## src/hw/rtl/assert_macros.svh

```systemverilog
// Assertion helpers for the priority queue RTL.
// Both macros expect clk_i in the scope of the caller; SBPQ_ASSERT also expects rst_ni.
`ifndef ASSERT_MACROS_SVH
`define ASSERT_MACROS_SVH

`ifndef SYNTHESIS

// Check on every rising edge outside reset.
`define SBPQ_ASSERT(lbl, prop, msg) \
  lbl: assert property (@(posedge clk_i) disable iff (!rst_ni) (prop)) else $error(msg);

// Check on every rising edge, reset included.
`define SBPQ_ASSERT_ALWAYS(lbl, prop, msg) \
  lbl: assert property (@(posedge clk_i) (prop)) else $error(msg);

`else

`define SBPQ_ASSERT(lbl, prop, msg)
`define SBPQ_ASSERT_ALWAYS(lbl, prop, msg)

`endif

`endif

```

## src/hw/rtl/sbpq_pkg.sv

```systemverilog
`default_nettype none

package sbpq_pkg;

  localparam int unsigned DEPTH       = 16;
  localparam int unsigned HANDLE_BITS = 16;
  localparam int unsigned PRIO_BITS   = 3;

  localparam int unsigned CAP_W     = 5;
  localparam int unsigned CNT_OUT_W = 5;
  localparam int unsigned STATUS_W  = 2;
  localparam int unsigned CNT_W     = $clog2(DEPTH + 1);
  localparam int unsigned CMP_W     = (CNT_W > CAP_W) ? CNT_W : CAP_W;

  localparam logic [CAP_W-1:0] CAP_RESET = CAP_W'(16);

  localparam logic REQ_ENQ = 1'b0;
  localparam logic REQ_DEQ = 1'b1;

  localparam logic [STATUS_W-1:0] ST_DONE  = 2'd0;
  localparam logic [STATUS_W-1:0] ST_FULL  = 2'd1;
  localparam logic [STATUS_W-1:0] ST_EMPTY = 2'd2;

  typedef logic [HANDLE_BITS-1:0] handle_t;
  typedef logic [PRIO_BITS-1:0]   prio_t;

  typedef struct packed {
    logic    vld;
    handle_t handle;
    prio_t   prio;
  } entry_t;

  // Broadcast to every cell of the chain.
  typedef struct packed {
    logic    enq;
    logic    deq;
    handle_t handle;
    prio_t   prio;
  } ctl_t;

endpackage

`default_nettype wire

```

## src/hw/rtl/sbpq_if.sv

```systemverilog
`default_nettype none

interface sbpq_req_if;
  logic                           valid;
  logic                           ready;
  logic                           req_type;
  logic [sbpq_pkg::HANDLE_BITS-1:0] task_handle;
  logic [sbpq_pkg::PRIO_BITS-1:0]   priority_req;

  modport source (output valid, output req_type, output task_handle,
                  output priority_req, input ready);
  modport sink   (input valid, input req_type, input task_handle,
                  input priority_req, output ready);
endinterface

interface sbpq_rsp_if;
  logic                             valid;
  logic                             ready;
  logic [sbpq_pkg::STATUS_W-1:0]    status;
  logic [sbpq_pkg::HANDLE_BITS-1:0] out_handle;
  logic [sbpq_pkg::PRIO_BITS-1:0]   out_priority;
  logic [sbpq_pkg::HANDLE_BITS-1:0] head_handle;
  logic [sbpq_pkg::PRIO_BITS-1:0]   head_priority;
  logic [sbpq_pkg::CNT_OUT_W-1:0]   entry_count;
  logic                             is_empty;
  logic                             is_full;

  modport source (output valid, output status, output out_handle,
                  output out_priority, output head_handle, output head_priority,
                  output entry_count, output is_empty, output is_full,
                  input ready);
  modport sink   (input valid, input status, input out_handle,
                  input out_priority, input head_handle, input head_priority,
                  input entry_count, input is_empty, input is_full,
                  output ready);
endinterface

interface sbpq_cfg_if;
  logic                         valid;
  logic                         ready;
  logic [sbpq_pkg::CAP_W-1:0]   capacity;

  modport source (output valid, output capacity, input ready);
  modport sink   (input valid, input capacity, output ready);
endinterface

`default_nettype wire

```

## src/hw/rtl/sbpq_cell.sv

```systemverilog
`default_nettype none

module sbpq_cell (
  input  logic             clk_i,
  input  logic             rst_ni,
  input  sbpq_pkg::ctl_t   ctl_i,
  input  sbpq_pkg::entry_t left_i,
  input  logic             left_keep_i,
  input  sbpq_pkg::entry_t right_i,
  output sbpq_pkg::entry_t ent_o,
  output logic             keep_o
);
  import sbpq_pkg::*;

  logic    vld_q, vld_d;
  handle_t handle_q, handle_d;
  prio_t   prio_q, prio_d;

  // Stay in place when this entry ranks ahead of or equal to the new one.
  assign keep_o = vld_q && (prio_q >= ctl_i.prio);

  always_comb begin
    vld_d    = vld_q;
    handle_d = handle_q;
    prio_d   = prio_q;
    if (ctl_i.enq) begin
      if (!keep_o) begin
        if (left_keep_i) begin
          vld_d    = 1'b1;
          handle_d = ctl_i.handle;
          prio_d   = ctl_i.prio;
        end else begin
          vld_d    = left_i.vld;
          handle_d = left_i.handle;
          prio_d   = left_i.prio;
        end
      end
    end else if (ctl_i.deq) begin
      vld_d    = right_i.vld;
      handle_d = right_i.handle;
      prio_d   = right_i.prio;
    end
  end

  always_ff @(posedge clk_i or negedge rst_ni) begin
    if (!rst_ni) begin
      vld_q <= 1'b0;
    end else begin
      vld_q <= vld_d;
    end
  end

  always_ff @(posedge clk_i) begin
    handle_q <= handle_d;
    prio_q   <= prio_d;
  end

  assign ent_o = '{vld: vld_q, handle: handle_q, prio: prio_q};

endmodule

`default_nettype wire

```

## src/hw/rtl/stable_bounded_priority_queue.sv

```systemverilog
// Stable bounded priority queue of task handles.
// Channels: req_i takes one item per handshake (enqueue or dequeue), rsp_o
// returns exactly one result item for every request, cfg_i writes the
// capacity register (always ready; write only while the queue is idle).
// Entries live in a chain of DEPTH cells sorted highest priority first; an
// enqueue inserts behind all entries of equal or higher priority, a dequeue
// shifts the chain one cell toward the head. Every cell decides locally, so
// an item's result is registered and shows on rsp_o the cycle after
// acceptance, and a new item is taken every cycle as long as the result
// register is empty or being drained.
// When the receiver stalls, the result is held in the output register and
// req_i.ready drops until it is taken.
// Reset empties the queue (count 0, all cells invalid) and sets the capacity
// to 16; no clearing pass is needed.
`default_nettype none

`include "assert_macros.svh"

module stable_bounded_priority_queue (
  input  logic       clk_i,
  input  logic       rst_ni,
  sbpq_req_if.sink   req_i,
  sbpq_rsp_if.source rsp_o,
  sbpq_cfg_if.sink   cfg_i
);
  import sbpq_pkg::*;

  typedef struct packed {
    logic [STATUS_W-1:0]  status;
    handle_t              out_handle;
    prio_t                out_priority;
    handle_t              head_handle;
    prio_t                head_priority;
    logic [CNT_OUT_W-1:0] entry_count;
    logic                 is_empty;
    logic                 is_full;
  } rsp_t;

  logic [CAP_W-1:0] cap_q;
  logic [CNT_W-1:0] count_q, count_d;
  logic             rsp_vld_q;
  rsp_t             rsp_q, rsp_d;

  logic             req_acc;
  logic [CMP_W-1:0] eff_cap;
  logic             full_now;
  logic             not_empty;
  ctl_t             ctl;
  entry_t           head_d;

  entry_t           ent   [DEPTH];
  logic   [DEPTH-1:0] keep;
  logic   [DEPTH-1:0] vld_vec;
  logic   [DEPTH-1:0] therm;
  logic             sorted_ok;

  assign req_i.ready = !rsp_vld_q || rsp_o.ready;
  assign cfg_i.ready = 1'b1;
  assign req_acc     = req_i.valid && req_i.ready;

  // Capacity above the chain length saturates at the chain length.
  assign eff_cap   = (CMP_W'(cap_q) > CMP_W'(DEPTH)) ? CMP_W'(DEPTH) : CMP_W'(cap_q);
  assign full_now  = CMP_W'(count_q) >= eff_cap;
  assign not_empty = count_q != '0;

  assign ctl.enq    = req_acc && (req_i.req_type == REQ_ENQ) && !full_now;
  assign ctl.deq    = req_acc && (req_i.req_type == REQ_DEQ) && not_empty;
  assign ctl.handle = req_i.task_handle;
  assign ctl.prio   = req_i.priority_req;

  for (genvar g = 0; g < DEPTH; g++) begin : g_cell
    entry_t left_ent;
    entry_t right_ent;
    logic   left_keep;

    if (g == 0) begin : g_first
      assign left_ent  = '0;
      assign left_keep = 1'b1;
    end else begin : g_mid
      assign left_ent  = ent[g-1];
      assign left_keep = keep[g-1];
    end

    if (g == DEPTH - 1) begin : g_last
      assign right_ent = '0;
    end else begin : g_inner
      assign right_ent = ent[g+1];
    end

    sbpq_cell u_cell (
      .clk_i       (clk_i),
      .rst_ni      (rst_ni),
      .ctl_i       (ctl),
      .left_i      (left_ent),
      .left_keep_i (left_keep),
      .right_i     (right_ent),
      .ent_o       (ent[g]),
      .keep_o      (keep[g])
    );

    assign vld_vec[g] = ent[g].vld;
  end

  // Head after this step, taken from the current head cells.
  always_comb begin
    head_d = ent[0];
    if (ctl.enq && !keep[0]) begin
      head_d = '{vld: 1'b1, handle: ctl.handle, prio: ctl.prio};
    end else if (ctl.deq) begin
      head_d = ent[1];
    end
  end

  always_comb begin
    count_d = count_q;
    if (ctl.enq) begin
      count_d = count_q + CNT_W'(1);
    end else if (ctl.deq) begin
      count_d = count_q - CNT_W'(1);
    end
  end

  always_comb begin
    rsp_d               = '0;
    rsp_d.status        = ST_DONE;
    if (req_i.req_type == REQ_ENQ) begin
      if (full_now) begin
        rsp_d.status = ST_FULL;
      end
    end else begin
      if (!not_empty) begin
        rsp_d.status = ST_EMPTY;
      end else begin
        rsp_d.out_handle   = ent[0].handle;
        rsp_d.out_priority = ent[0].prio;
      end
    end
    if (head_d.vld) begin
      rsp_d.head_handle   = head_d.handle;
      rsp_d.head_priority = head_d.prio;
    end
    rsp_d.entry_count = CNT_OUT_W'(count_d);
    rsp_d.is_empty    = count_d == '0;
    rsp_d.is_full     = CMP_W'(count_d) >= eff_cap;
  end

  always_ff @(posedge clk_i or negedge rst_ni) begin
    if (!rst_ni) begin
      cap_q     <= CAP_RESET;
      count_q   <= '0;
      rsp_vld_q <= 1'b0;
    end else begin
      if (cfg_i.valid && cfg_i.ready) begin
        cap_q <= cfg_i.capacity;
      end
      count_q <= count_d;
      if (req_acc) begin
        rsp_vld_q <= 1'b1;
      end else if (rsp_o.ready) begin
        rsp_vld_q <= 1'b0;
      end
    end
  end

  always_ff @(posedge clk_i) begin
    if (req_acc) begin
      rsp_q <= rsp_d;
    end
  end

  assign rsp_o.valid         = rsp_vld_q;
  assign rsp_o.status        = rsp_q.status;
  assign rsp_o.out_handle    = rsp_q.out_handle;
  assign rsp_o.out_priority  = rsp_q.out_priority;
  assign rsp_o.head_handle   = rsp_q.head_handle;
  assign rsp_o.head_priority = rsp_q.head_priority;
  assign rsp_o.entry_count   = rsp_q.entry_count;
  assign rsp_o.is_empty      = rsp_q.is_empty;
  assign rsp_o.is_full       = rsp_q.is_full;

  // Cell valid bits must form a run from the head as long as the count.
  always_comb begin
    for (int i = 0; i < DEPTH; i++) begin
      therm[i] = CNT_W'(i) < count_q;
    end
  end

  always_comb begin
    sorted_ok = 1'b1;
    for (int i = 0; i < DEPTH - 1; i++) begin
      if (ent[i+1].vld && (ent[i].prio < ent[i+1].prio)) begin
        sorted_ok = 1'b0;
      end
    end
  end

  `SBPQ_ASSERT(a_count_bound, count_q <= CNT_W'(DEPTH), "count above depth")
  `SBPQ_ASSERT(a_vld_thermo, vld_vec == therm, "cell valid bits disagree with count")
  `SBPQ_ASSERT(a_sorted, sorted_ok, "chain not sorted by priority")
  `SBPQ_ASSERT(a_rsp_follows, req_acc |=> rsp_vld_q, "accepted item gave no result")
  `SBPQ_ASSERT(a_deq_count, ctl.deq |=> count_q == $past(count_q) - CNT_W'(1), "dequeue count")

endmodule

`default_nettype wire

```

## src/flat_wrapper.sv

```systemverilog
// flat-port wrapper written by rule: the top's interface ports become plain ports
module stable_bounded_priority_queue_flat import sbpq_pkg::*;
  (clk_i, rst_ni, req_i_valid, req_i_req_type, req_i_task_handle, req_i_priority_req, req_i_ready, rsp_o_valid, rsp_o_status, rsp_o_out_handle, rsp_o_out_priority, rsp_o_head_handle, rsp_o_head_priority, rsp_o_entry_count, rsp_o_is_empty, rsp_o_is_full, rsp_o_ready, cfg_i_valid, cfg_i_capacity, cfg_i_ready);
  sbpq_req_if req_i_i ();
  sbpq_rsp_if rsp_o_i ();
  sbpq_cfg_if cfg_i_i ();
  input  logic clk_i;
  input  logic rst_ni;
  input wire logic [$bits(req_i_i.valid)-1:0] req_i_valid;
  input wire logic [$bits(req_i_i.req_type)-1:0] req_i_req_type;
  input wire logic [$bits(req_i_i.task_handle)-1:0] req_i_task_handle;
  input wire logic [$bits(req_i_i.priority_req)-1:0] req_i_priority_req;
  output wire logic [$bits(req_i_i.ready)-1:0] req_i_ready;
  output wire logic [$bits(rsp_o_i.valid)-1:0] rsp_o_valid;
  output wire logic [$bits(rsp_o_i.status)-1:0] rsp_o_status;
  output wire logic [$bits(rsp_o_i.out_handle)-1:0] rsp_o_out_handle;
  output wire logic [$bits(rsp_o_i.out_priority)-1:0] rsp_o_out_priority;
  output wire logic [$bits(rsp_o_i.head_handle)-1:0] rsp_o_head_handle;
  output wire logic [$bits(rsp_o_i.head_priority)-1:0] rsp_o_head_priority;
  output wire logic [$bits(rsp_o_i.entry_count)-1:0] rsp_o_entry_count;
  output wire logic [$bits(rsp_o_i.is_empty)-1:0] rsp_o_is_empty;
  output wire logic [$bits(rsp_o_i.is_full)-1:0] rsp_o_is_full;
  input wire logic [$bits(rsp_o_i.ready)-1:0] rsp_o_ready;
  input wire logic [$bits(cfg_i_i.valid)-1:0] cfg_i_valid;
  input wire logic [$bits(cfg_i_i.capacity)-1:0] cfg_i_capacity;
  output wire logic [$bits(cfg_i_i.ready)-1:0] cfg_i_ready;
  assign req_i_i.valid = req_i_valid;
  assign req_i_i.req_type = req_i_req_type;
  assign req_i_i.task_handle = req_i_task_handle;
  assign req_i_i.priority_req = req_i_priority_req;
  assign req_i_ready = req_i_i.ready;
  assign rsp_o_valid = rsp_o_i.valid;
  assign rsp_o_status = rsp_o_i.status;
  assign rsp_o_out_handle = rsp_o_i.out_handle;
  assign rsp_o_out_priority = rsp_o_i.out_priority;
  assign rsp_o_head_handle = rsp_o_i.head_handle;
  assign rsp_o_head_priority = rsp_o_i.head_priority;
  assign rsp_o_entry_count = rsp_o_i.entry_count;
  assign rsp_o_is_empty = rsp_o_i.is_empty;
  assign rsp_o_is_full = rsp_o_i.is_full;
  assign rsp_o_i.ready = rsp_o_ready;
  assign cfg_i_i.valid = cfg_i_valid;
  assign cfg_i_i.capacity = cfg_i_capacity;
  assign cfg_i_ready = cfg_i_i.ready;
  stable_bounded_priority_queue u_core (.clk_i(clk_i), .rst_ni(rst_ni), .req_i(req_i_i), .rsp_o(rsp_o_i), .cfg_i(cfg_i_i));
endmodule
```

## config.mk

```make
export PLATFORM = sky130hd
export DESIGN_NAME = stable_bounded_priority_queue_flat
export DESIGN_NICKNAME = d
export VERILOG_FILES = /design/src/hw/rtl/sbpq_pkg.sv /design/src/hw/rtl/sbpq_if.sv /design/src/hw/rtl/sbpq_cell.sv /design/src/hw/rtl/stable_bounded_priority_queue.sv /design/src/flat_wrapper.sv
export VERILOG_INCLUDE_DIRS = /design/src /design/src/hw/rtl
export SDC_FILE = /design/constraint.sdc
export NUM_CORES = 1
export LEC_CHECK = 0
export BUFFER_PORTS_ARGS = -buffer_cell sky130_fd_sc_hd__buf_2
export CORE_MARGIN = 2
export CORE_UTILIZATION = 55
export DETAILED_ROUTE_END_ITERATION = 8
export PLACE_DENSITY = 0.72
export SLEW_MARGIN = 0
export SYNTH_ARGS = -nofsm -noshare
export SYNTH_HDL_FRONTEND = slang
export SYNTH_SLANG_ARGS = --single-unit
```

## constraint.sdc

```tcl
create_clock -name clk_i -period 5.5 [get_ports clk_i]
set_input_delay 1.1 -clock clk_i [delete_from_list [all_inputs] [get_ports clk_i]]
set_output_delay 1.1 -clock clk_i [all_outputs]
set_load 0.03 [all_outputs]
```

### Yosys cells after proc, flatten, opt, wreduce, memory -nomap -nowiden

Cells that the tools add are included.
Widths: inputs -> output; s select.

* flip-flop bits (word level): 378
* bits in read-only memories: 0
* memories: 0
* bits in writable memories: 0
* bits in latches: 0

* equal/unequal tests: 16
* mux-type cells: 199
* bitwise gates (word level): 1
* div/mod/pow operators: 0
* reduce and logical (&&, ||, !) cells: 47
* shift operators: 0
* add/sub/neg operators: 2
* $mul: 0
* $lt $le $gt $ge: 19

Operators by type and width (count)
* $mux 16: 63
* $mux 3: 63
* $mux 1: 66
* $ge 3x3->1: 16
* $mux 20: 2
* $reduce_and 2->1: 17
* $ne 2x2->1 const B: 16
* $logic_and 1x1->1: 22
* $mux 5: 3
* $ge 5x5->1: 2
* $add 5x1->5 const B: 1
* $gt 5x5->1 const B: 1
* $logic_not 5->1: 1
* $reduce_bool 5->1: 1
* $sub 5x1->5 const B: 1
* $mux 2: 2
* $reduce_bool 2->1: 2
* $logic_not 1->1: 3
* $logic_or 1x1->1: 1
* $not 1->1: 1

### Logic depth before layout (Yosys ltp)

* depth after elaboration: 8
* depth in mapped cells: 18
* mapped depth without buffers: 15

### Cells and area by module

From an unflattened synthesis, not the netlist that was laid out.

* cell total of the unflattened synthesis: 1858
* area total of the unflattened synthesis: 20900.0 um^2

By module, submodules not included
* sbpq_cell: seq. area each 595.6 um^2, times used 16, area each 1124.8 um^2, cells an instance 102
* stable_bounded_priority_queue: seq. area each 1687.9 um^2, times used 1, area each 2902.8 um^2, cells an instance 226

### Worst setup path after synthesis

OpenSTA, ideal clock, no wires.

* path kind: input -> register
* start point: input port rsp_o_ready
* end point: register u_core.rsp_q (netlist bit u_core.rsp_o.is_full), data pin
* arrival time: 4.437 ns
* setup time: 0.257 ns
* data required time: 5.243 ns
* stages on the path: 12
* slack: 0.806 ns
* cell sequence: nand2b_1 and2_1 nand2_1 buf_2 a21oi_1 a21oi_1 ha_1 a21o_1 a21oi_1 nor2b_1 o21ai_0 nand2b_1

RTL lines
* from (decl): RTL line flat_wrapper.sv:23 `input wire logic [$bits(rsp_o_i.ready)-1:0] rsp_o_ready;`
* to (signal assigned): RTL line stable_bounded_priority_queue.sv:167 `rsp_q <= rsp_d;`
* to (decl): RTL line stable_bounded_priority_queue.sv:42 `rsp_t rsp_q, rsp_d;`

### Final worst setup path

* start point: input port req_i_priority_req[1]
* end point: register u_core.g_cell[0].u_cell.handle_q[8], enable pin

* cells in the longest elaborated chain, start to end: 4

Ends and longest elaborated chain
* from (decl): RTL line flat_wrapper.sv:12 `input wire logic [$bits(req_i_i.priority_req)-1:0] req_i_priority_req;`
* $ge 3x3->1: RTL line sbpq_cell.sv:20 `assign keep_o = vld_q && (prio_q >= ctl_i.prio);`
* $logic_and 1x1->1: RTL line sbpq_cell.sv:20
* $ne 2x2->1 (no source line)
* $reduce_and 2->1 (no source line)
* to (signal assigned): RTL line sbpq_cell.sv:54 `handle_q <= handle_d;`
* to (decl): RTL line sbpq_cell.sv:16 `handle_t handle_q, handle_d;`

No other way between the ends.
A chain may end at the register's enable or synchronous reset.

==> run summary <==
Worst endpoint required time - 5660 ps
Largest family of logic cells by synthesized area - multiplexers
Worst Slack Setup Final - 1790 ps
Final hold violation count - 0
Max-slew violations - 0
Crit-path max cell delay - 650 ps
Power per cell area - 474 nW/um2
Distinct cells, synth - 44
Tmin final - 3710 ps
Starting Density - 55.5%
DR DRC count - 0
Via count - 13500
Pre-CTS WS - 1250 ps
Post-Syn Area per Cell - 11.1 um2
Post-CTS setup buffer count - 0
Post-synth ARST share - 7.14%
Final HPWL DP - 28900 um
GRT Max-Usage Layer - met2
CP cell instances - buf_2, inv_1, ha_1, a21o_1, a21o_1, nand2_1, buf_4, nand2_1, nand2_1
Initial DRC Count - 1288
Met2 Usage GRT - 35.8%
Setup Total Neg Slack - 0 ps
Routed len/inst - 18.6 um
Antenna violations before repair - 0
Flops & latches, synth - 378
EDFF count, synth - 351
Worst-path maximum fanout - 20
Worst r2r src - u_core.cap_q[4]
Combinational power share - 30.4%
Critical Path Sink Type - register
Vias in the first global route - 13100
Layout cells sized above 1 - 10.6%
R2R depth - 13
Ys Warns - 0
Flop2flop setup slack - 1800 ps
Total CTS buffers - 41
Final WL - 43000 um
Crit Path Class - in2reg
Worst path slowest cell - inv_1
Gate Count Post-Synth - 1812
Syn_nets - 1902
Synth Cell Area - 20200 um2
Gpl congestion - 0.813
Worst-path clk slew - 60 ps
Top FF cell, synth - edfxtp_1
Reg-to-reg endpoint - u_core.rsp_o.is_full
Ant. Diodes - 0
GR Overflow Total - 0
Register area share after synthesis - 55.6%
Largest net degree at the start of global routing - 305
Setup-failing EPs final - 0
FP Rows - 70
ANT nets after route - 0
Critical Path AT - 3870 ps
Met3 usage - 3.11%
Worst Max-Slew Pin Slew - 1040 ps
Pre-antenna DRT Iters - 5
Sw Share - 33.5%
CTS tree - done
Seq pwr share - 43.2%
I/O pin total - 80
Skew final - 13.9 ps
Port bufs - 78
First-pass GRT wire length - 70700 um
Hold path depth - 1
Synthesis-to-layout area growth - 8.78%
Int Pwr - 6920 uW
CTS Hold Bufs - 0
Synth Area in Adders - 3.72%
Grt met1 use - 33.5%
Slew HR - 30.3%
DIE HEIGHT - 196 um
Final cycle utilization of the critical path - 67.5%
Die area - 38200 um2
Final nets - 1898
Complex-gate fraction of the synthesized area - 9.70%
Core ar. - 36300 um2
GRT Util Overall - 22.7%
RSZ-0062 raised after global routing - no
CTS resizes - 0
Worst hold margin - 512 ps
Switching power - 3480 uW
# clock sinks - 378
Post-Synth Simple-Gate Area - 10.8%
WHS Endpoint - u_core.cap_q[0]
H-Tree Level Count - 2
Critical Path Source Type - input pin
HP Start - u_core.cap_q[0]
Clock power frac - 26.4%
Worst-skew pair later-pin latency - 550 ps
Status - finished, final reports clean
XOR/XNOR share of the synthesized area - 0.211%
Max-cap violations - 0
Vias per Instance - 5.83
Peak VDD IR - 0.343 mV
CP dominant cell by count - nand2_1
Leakage Power - 0.00988 uW
Die Wd - 196 um
Fmax - 269 MHz
Clk buf depth - 3
Mux cell area share after synthesis - 15.3%
Root buf cell - clkbuf_16
Class of the worst hold path - reg2reg
[per-layer routing]
metal  vias to the layer above  wire (um)  share of wire, %
met5                         -          0                 0
met4                         0        681               1.6
met3                        54       2500               5.8
met2                       418      19300                45
met1                      6503      20500                48
li1                       6484          -                 -
[synth_stat cells (all sizes together), types with 2 or more instances]
master / number / share of area [%]
nand3: 17 / 0.42
clkbuf: 55 / 1.0
and2: 22 / 0.68
xnor2: 3 / 0.13
inv: 23 / 0.43
nor2b: 19 / 0.59
o31ai: 17 / 0.63
nand2b: 20 / 0.62
a21o: 4 / 0.15
buf: 99 / 3.2
ha: 60 / 3.7
a31oi: 2 / 0.062
a211o: 2 / 0.087
o21ai: 291 / 7.2
dfrtp: 26 / 3.2
o31a: 14 / 0.61
nand2: 407 / 7.6
mux2: 4 / 0.22
a21oi: 23 / 0.64
nor4: 2 / 0.093
nor2: 34 / 0.63
mux2i: 304 / 15
edfxtp: 351 / 52
[metrics by stage]
| stage | instances | util (%) | area [um2] | power [uW] |
|---|---|---|---|---|
| after floorplan | 1812 | - | 20200 | 6890 |
| after global placement | 2233 | 56.7 | 20600 | 7580 |
| after detailed placement | 2233 | 56.7 | 20600 | 7690 |
| after CTS | 2309 | 60.4 | 22000 | 10500 |
| after global routing | 2309 | 60.4 | 22000 | 11000 |
| final | 2309 | 60.4 | 22000 | 10400 |
[worst max path at each step]
stage / slack (ps) / from / endpoint / cells past startpoint
after floorplan: 810 / rsp_o_ready / u_core.rsp_o.is_full / 12
after global placement: 1380 / req_i_priority_req[1] / u_core.g_cell[0].u_cell.handle_q[10] / 9
after detailed placement: 1250 / req_i_priority_req[1] / u_core.g_cell[0].u_cell.handle_q[10] / 9
after CTS: 1750 / u_core.cap_q[4] / u_core.rsp_o.is_full / 14
after global routing: 1500 / u_core.cap_q[4] / u_core.rsp_o.is_full / 14
final: 1790 / req_i_priority_req[1] / u_core.g_cell[0].u_cell.handle_q[8] / 9
[final cells by class]
class	instances	area, um2
timing repair buffer	107	621
multi-input combinational	1257	8110
fill	2928	14400
clock buffer	51	1110
sequential	378	11200
tap	468	586
inverter	23	86.3
clock inverter	25	224
[worst max-delay path: cells and delay by family]
kind | cells | cell delay (ps)
buffers and inverters | 3 | 1180
and+or+nand+nor | 3 | 840
adders and majority gates | 1 | 370
AOI/OAI and AO/OA | 2 | 370
[power by group through the flow]
stage	Sequential [uW]	Clock [uW]	Combinational, uW
after CTS	4480	2800	3170
after floorplan	4510	0	2370
after global routing	4570	2910	3530
after global placement	4510	0	3070
after detailed placement	4540	0	3150
final	4490	2750	3160
[sequential cells by signal (all words and copies together), names as in the netlist, 2 cells and up]
signal,cells
u_core.cap_q,5
u_core.count_q,5
u_core.g_cell.u_cell.handle_q,256
u_core.g_cell.u_cell.prio_q,48
u_core.g_cell.u_cell.vld_q,16
u_core.rsp_o.entry_count,5
u_core.rsp_o.head_handle,16
u_core.rsp_o.head_priority,3
u_core.rsp_o.out_handle,16
u_core.rsp_o.out_priority,3
u_core.rsp_o.status,2
[cells by family (layout without fill, tap and decap cells)]
| group | Yosys count | count (layout) |
|---|---|---|
| xor+xnor | 4 | 4 |
| buf+inv | 177 | 206 |
| flops | 378 | 378 |
| other cells | 1 | 1 |
| mux | 308 | 308 |
| simple gates | 526 | 526 |
| compound gates | 358 | 358 |
| fa+ha+maj | 60 | 60 |
[layout by cell type (no fill, tap or decap), types with 6 or more instances in the layout]
| master | instances |
|---|---|
| nand2_1 | 407 |
| edfxtp_1 | 351 |
| mux2i_1 | 304 |
| o21ai_0 | 258 |
| buf_2 | 78 |
| ha_1 | 60 |
| clkbuf_16 | 43 |
| nor2_1 | 34 |
| buf_4 | 28 |
| dfrtp_1 | 26 |
| inv_1 | 23 |
| a21oi_1 | 21 |
| and2_1 | 21 |
| nand2b_1 | 20 |
| nor2b_1 | 19 |
| nand3_1 | 17 |
| o21ai_1 | 17 |
| o31ai_1 | 17 |
| o21ai_2 | 16 |
| o31a_1 | 14 |
| clkinv_1 | 11 |
| clkbuf_1 | 8 |
| clkinv_2 | 6 |
(Power assumes the default switching activity.)
